### config.mk
export PLATFORM = sky130hd
export DESIGN_NAME = tacs_sqrt
export DESIGN_NICKNAME = d
export VERILOG_FILES = /design/src/design/tacs_pkg.sv /design/src/design/tacs_sqrt.sv
export SDC_FILE = /design/constraint.sdc
export NUM_CORES = 2
export LEC_CHECK = 0
export ABC_CLOCK_PERIOD_IN_PS = 4300
export BUFFER_PORTS_ARGS = -buffer_cell sky130_fd_sc_hd__buf_2
export CAP_MARGIN = 20
export CELL_PAD_IN_SITES_DETAIL_PLACEMENT = 0
export CELL_PAD_IN_SITES_GLOBAL_PLACEMENT = 1
export CORE_MARGIN = 5
export CORE_UTILIZATION = 40
export DETAILED_ROUTE_END_ITERATION = 8
export PLACE_DENSITY = 0.6
export SYNTH_ARGS = -nofsm -noshare
export SYNTH_HDL_FRONTEND = slang
export SYNTH_MEMORY_MAX_BITS = 65536
export SYNTH_SLANG_ARGS = --single-unit
### constraint.sdc
create_clock -name clk -period 4.3 [get_ports clk]
set_clock_uncertainty 0.15 [all_clocks]
set_input_delay 0.86 -clock clk [delete_from_list [all_inputs] [get_ports clk]]
set_output_delay 0.86 -clock clk [all_outputs]
set_load 0.01 [all_outputs]
### src/design/tacs_pkg.sv
// Shared constants and types of the tangent-arc centre solver.
`timescale 1ns / 1ps
`default_nettype none
package tacs_pkg;

  // Fixed field widths of the slope, intercept and result words.
  localparam int SLOPE_W   = 32;
  localparam int OUT_W     = 32;
  localparam int ROOT_W    = 32;
  localparam int RAD_IN_W  = 2 * ROOT_W;

  // Centre offsets clamp at 2^OFS_BITS.
  localparam int OFS_BITS  = 50;
  localparam int QUO_W     = OFS_BITS + 1;
  localparam int CTR_W     = OFS_BITS + 2;

  // The replacement for a zero slope is 0.001, rounded to the nearest step.
  localparam int EPS_DIV   = 1000;
  localparam int EPS_ROUND = 500;

  // Segment kinds.
  typedef enum logic {
    OP_LINE = 1'b0,
    OP_ARC  = 1'b1
  } op_t;

  // Per-item flags carried alongside the divider.
  typedef struct packed {
    logic is_arc;
    logic degen;
    logic prev;
    logic dbl;
    logic line_right;
    logic below;
    logic neg_x;
    logic den_neg;
  } tacs_flags_t;

  // Resolved result flags carried alongside the square root.
  typedef struct packed {
    logic solved;
    logic degen;
    logic dbl_line;
    logic swap;
    logic to_right;
  } tacs_tail_t;

endpackage
`default_nettype wire

### src/design/tacs_sqrt.sv
// Pipelined integer square root of a 64-bit value, one root bit per stage.
`timescale 1ns / 1ps
`default_nettype none
module tacs_sqrt import tacs_pkg::*; #(
  parameter int SBW = 8
) (
  input  logic                clk,
  input  logic                rst_n,
  input  logic                en,
  input  logic                in_vld,
  input  logic [RAD_IN_W-1:0] in_rad,
  input  logic [SBW-1:0]      in_sb,
  output logic                out_vld,
  output logic [ROOT_W-1:0]   out_root,
  output logic [SBW-1:0]      out_sb
);

  localparam int REM_W = ROOT_W + 2;
  localparam int TRY_W = ROOT_W + 4;

  logic                vld_r  [0:ROOT_W];
  logic [RAD_IN_W-1:0] rad_r  [0:ROOT_W];
  logic [REM_W-1:0]    rem_r  [0:ROOT_W];
  logic [ROOT_W-1:0]   root_r [0:ROOT_W];
  logic [SBW-1:0]      sb_r   [0:ROOT_W];

  // Entry register.
  always_ff @(posedge clk) begin
    if (!rst_n) begin
      vld_r[0] <= 1'b0;
    end else if (en) begin
      vld_r[0] <= in_vld;
    end
  end

  always_ff @(posedge clk) begin
    if (en) begin
      rad_r[0]  <= in_rad;
      rem_r[0]  <= '0;
      root_r[0] <= '0;
      sb_r[0]   <= in_sb;
    end
  end

  // Each stage brings down two radicand bits and decides one root bit.
  for (genvar k = 1; k <= ROOT_W; k++) begin : g_step
    logic [TRY_W-1:0] trial, test;
    logic             ge;
    logic [REM_W-1:0] rem_nxt;

    always_comb begin
      trial   = {rem_r[k-1], rad_r[k-1][2*(ROOT_W-k)+1 -: 2]};
      test    = {2'b00, root_r[k-1], 2'b01};
      ge      = trial >= test;
      rem_nxt = ge ? REM_W'(trial - test) : REM_W'(trial);
    end

    always_ff @(posedge clk) begin
      if (!rst_n) begin
        vld_r[k] <= 1'b0;
      end else if (en) begin
        vld_r[k] <= vld_r[k-1];
      end
    end

    always_ff @(posedge clk) begin
      if (en) begin
        rad_r[k]  <= rad_r[k-1];
        rem_r[k]  <= rem_nxt;
        root_r[k] <= {root_r[k-1][ROOT_W-2:0], ge};
        sb_r[k]   <= sb_r[k-1];
      end
    end
  end

  assign out_vld  = vld_r[ROOT_W];
  assign out_root = root_r[ROOT_W];
  assign out_sb   = sb_r[ROOT_W];

endmodule
`default_nettype wire

* Yosys cells after proc, flatten, opt, wreduce, memory -nomap -nowiden
Memories as Yosys holds them, arrays and structs flattened.
Cells that the tools add are included.
** Operators by class
- Bitwise gates (word level) :: 33
- Muxes and demuxes :: 70
- Order comparisons :: 32
- Add/sub/neg operators :: 32
** Operators by type and width (number)
- >= comparator 36 x 34 -> 1 bit :: 32
- 2-to-1 mux 34 bit :: 32
- subtractor 34 bit :: 32
- 2-to-1 mux 1 bit :: 38
- OR 1 bit :: 33
** Storage, ports and cells
- Bits in registers :: 0
- RAM bits :: 4587
- Word-level logic and storage cells :: 172
- Input port bits :: 76
- Memories :: 5
** Memories
- rad_r :: depth 33, width 64, read ports 32, clocked after memory_dff 0, write ports 33, RTL line tacs_sqrt.sv:22 : logic [RAD_IN_W-1:0] rad_r [0:ROOT_W];
- rem_r :: depth 33, width 34, read ports 32, clocked after memory_dff 0, write ports 33, RTL line tacs_sqrt.sv:23 : logic [REM_W-1:0] rem_r [0:ROOT_W];
- root_r :: depth 33, width 32, read ports 33, clocked after memory_dff 0, write ports 33, RTL line tacs_sqrt.sv:24 : logic [ROOT_W-1:0] root_r [0:ROOT_W];
- sb_r :: depth 33, width 8, read ports 33, clocked after memory_dff 0, write ports 33, RTL line tacs_sqrt.sv:25 : logic [SBW-1:0] sb_r [0:ROOT_W];
- vld_r :: depth 33, width 1, read ports 33, clocked after memory_dff 0, write ports 33, RTL line tacs_sqrt.sv:21 : logic vld_r [0:ROOT_W];

* Depth between registers and ports, before layout
- Word-level depth :: 4
- Depth in mapped cells :: 15
- Gate-level depth less buffers :: 13

* Least setup slack after synthesis
OpenSTA, ideal clock, no wires.
- Kind :: reg2reg
- Start point :: mem rem_r[0][386] in the netlist's numbering
- End point :: mem rem_r[0][427] in the netlist's numbering (data pin)
- Data arrival time :: 3503 ps
- Clock period less this slack :: 3925 ps
- Cell stages (with the launch flop) :: 13
- Path buffers :: 2
- Setup time :: 271 ps
- Path slack :: 375 ps
- Cell sequence :: edfxtp_1 -> or4_4 -> or4_4 -> or4_1 -> or3_1 -> clkbuf_1 -> or3_1 -> nor3_4 -> a211oi_1 -> nand2_1 -> buf_6 -> nor4_1 -> xor2_1
** RTL lines (RTL line)
- start, declared :: tacs_sqrt.sv:23

==> flow_metrics.py <==
metrics = {
    "status": {
        "status": "completed",
    },
    "setup_path": {
        "reg2reg_depth": 10,
        "rrSetupSlack_ps": 250,
        "start_kind": "flip-flop",
        "cp_data_arrival_time_ps": 4510,
        "crit_chain": "or4_4 > or4_4 > or4_1 > or3_1 > or3_1 > nor3_4 > buf_4 > nor3_1 > nand2_1 > xnor2_1",
        "cp-startpoint": "rem_r[0][386]",
        "crit_type": "flip-flop to flip-flop",
        "worstPathRequired_ps": 4760,
        "worstPathMaxFanout": 25,
        "r2r_start": "rem_r[0][386]",
        "timing.rr.end": "rem_r[0][424]",
        "endpoint_kind": "flip-flop",
        "slowest_stage": "or4_4",
        "critical-path-max-stage-delay_ps": 590,
    },
    "timing": {
        "period_minus_slack_ps": 4047,
        "slew_headroom_pct": 32.19,
        "tns_ps": 0,
        "worstMarginPinSlew_ps": 1008,
        "worst_slack_ps": 253.1,
        "hold_viol_final": 0,
        "whs_ps": 156.7,
        "setup_viol": 0,
        "rsz0062_at_grt": "no",
        "fmax_mhz": 247.1,
        "timing.final.crit_share_pct": 94.11,
        "maxSlewViolCount": 0,
    },
    "cts": {
        "root_buffer": "clkbuf_16",
        "htreeDepth": 5,
        "cts.path.max_buffers": 4,
        "path_clk_slew_ps": 60,
        "numClockSinks": 2884,
        "cts_tree": "built",
        "clock_latency_ps": 890,
        "cts_buffers": 326,
    },
    "finish": {
        "stdcell_area_sq_um": 145600,
        "area_growth_syn_to_layout_pct": 13.88,
        "nets": 10430,
        "drive_gt1_share_pct": 8.877,
    },
    "synth": {
        "synth.largest_area_cell": "edfxtp_1",
        "synth_nets": 9955,
        "ys_ff_latch": 2884,
        "synthDistinctLibCells": 87,
        "synthArstFlopShare_pct": 0,
        "synth_commonest_cells": "2883 x edfxtp_1, 715 x inv_1, 578 x a21oi_1, 563 x nor2_1, 562 x ha_1",
        "synth_cells": 9317,
        "ys.flop_type": "edfxtp_1",
        "synth_top_area_share_pct": 67.72,
        "synth.cell_area_sq_um": 127800,
        "yosys_warnings": 0,
        "synth_edf_count": 2883,
        "seq_area_frac_synth_pct": 67.74,
        "avgSynthCellArea_sq_um": 13.72,
        "synthTopCellsByArea": "edfxtp_1 68%, ha_1 5.5%, xnor2_1 3.2%, xor2_1 2.7%, a21oi_1 2.3%",
        "synth_most_common_cell": "edfxtp_1",
    },
    "grt": {
        "antenna_found_initial": 2,
        "overflow": 0,
        "grt_pass1_vias": 72470,
        "globalRouteTotalUtil_pct": 15.59,
        "grt_pass1_wl_mm": 414.6,
        "grt_max_degree": 170,
    },
    "routing": {
        "drt.antenna.violating_nets": 0,
        "wl_per_cell_um": 18.54,
        "drt_pass1_iterations": 6,
        "drc": 0,
        "vias": 72040,
        "drt_iter0_drc": 4401,
        "via_per_inst": 5.063,
        "wl_mm": 263.8,
    },
    "hold_path": {
        "hold_depth": 2,
        "min-delay-start": "in_vld",
        "hold_end": "vld_r[0]",
        "hp-class": "primary input to flip-flop",
    },
    "place": {
        "pre_cts_ws_ps": 164.3,
        "postPlaceCellArea_sq_um": 134400,
        "place.gp.congestion": 0.8406,
        "dp_hpwl_mm": 185.5,
        "port_buffers": 116,
    },
    "power_and_ir_drop": {
        "power.leakage_nw": 55.33,
        "power.density_nw_per_um2": 536.3,
        "irDropWorstVdd_uv": 388.3,
        "p_total_mw": 78.06,
    },
    "floorplan": {
        "core_area_sq_um": 318100,
        "fp.dieH_um": 575.3,
        "initial_core_util_pct": 40.19,
        "dieWidth_um": 575.3,
        "io_pins": 117,
        "fp-row-count": 207,
        "dieArea_sq_um": 331000,
    },
    "run": {
        "drv_cap": 0,
    },
}
-- critical path: cells and delay by family, from the launching register on --
family,cells,cell delay (ps)
XOR/XNOR,1,80
buffers and inverters,1,280
flip-flops,1,450
AND/OR/NAND/NOR,8,2810
-- worst max path at each step --
stage | to | slack, ps
finish | rem_r[0][424] | 250
global route | rem_r[0][440] | 20
CTS | rem_r[0][435] | 140
detailed placement | rem_r[0][437] | 160
global placement | rem_r[0][369] | 200
floorplan | rem_r[0][427] | 380
-- per-stage QoR --
step,cells,util (%)
after detailed placement,13570,42.27
after global routing,14230,45.77
final,14230,45.77
after CTS,14230,45.77
after floorplan,9317,-
after global placement,13570,42.27
-- repair_timing --
action,in CTS,in global routing
hold endpoints to repair,72,0
endpoints found under the setup margin,0,14
setup buffers,0,0
hold buffers,72,0
resized for setup,0,3
-- layout make-up --
cell class              count  area (sq um)
repair buffers            319          2700
inverters                 718          2695
clock inverters           183          1846
multi-input cells        5543         37960
well taps                4180          5230
fillers                 28220        172500
diodes                      2         5.005
clock buffers             401          8546
flip-flops and latches   2884         86590
-- state kept, by name, indices dropped and copies added, names as in the netlist --
| register | cells |
|---|---|
| rem_r | 1003 |
| vld_r | 33 |
| root_r | 528 |
| rad_r | 1056 |
| sb_r | 264 |
-- kinds of logic after synthesis --
group / after synthesis / share of synthesized area, %
AND/OR/NAND/NOR: 2267 / 8.869
XOR/XNOR: 851 / 5.831
buffers and inverters: 890 / 2.652
adder cells (fa/ha/maj): 562 / 5.501
other: 1 / 0.002934
flip-flops: 2884 / 67.74
AO/OA/AOI/OAI: 1761 / 8.528
multiplexers: 101 / 0.8780
-- placed cells by master (no fill, tap or decap), drive strengths merged, types with 106 or more instances in the layout --
master,instances
edfxtp,2883
inv,725
a21oi,578
nor2,563
ha,562
nand2,527
xnor2,463
o21ai,410
clkbuf,401
xor2,388
a21o,277
buf,247
nor3,218
nand3,135
clkinv,124
nor4,115
o21a,106
nand2b,106
-- where the power goes --
part	total [mW]	leakage [nW]	internal [mW]	switching (mW)
logic	13.8	22.5	5.91	7.87
registers	37.3	27.8	35.1	2.12
clock network	27.0	5.02	16.0	11.0
total	78.1	55.3	57.1	21.0
-- layer usage --
metal  up-vias  part of all wire (%)  global-route usage, %
li1      35570                     -                      -
met1     34930                    44                  20.06
met2      1087                    50                  27.54
met3       456                   3.2                  1.898
met4         0                   3.0                  4.758
met5         -                     0                      0
Power figures use the tool's default switching activity.
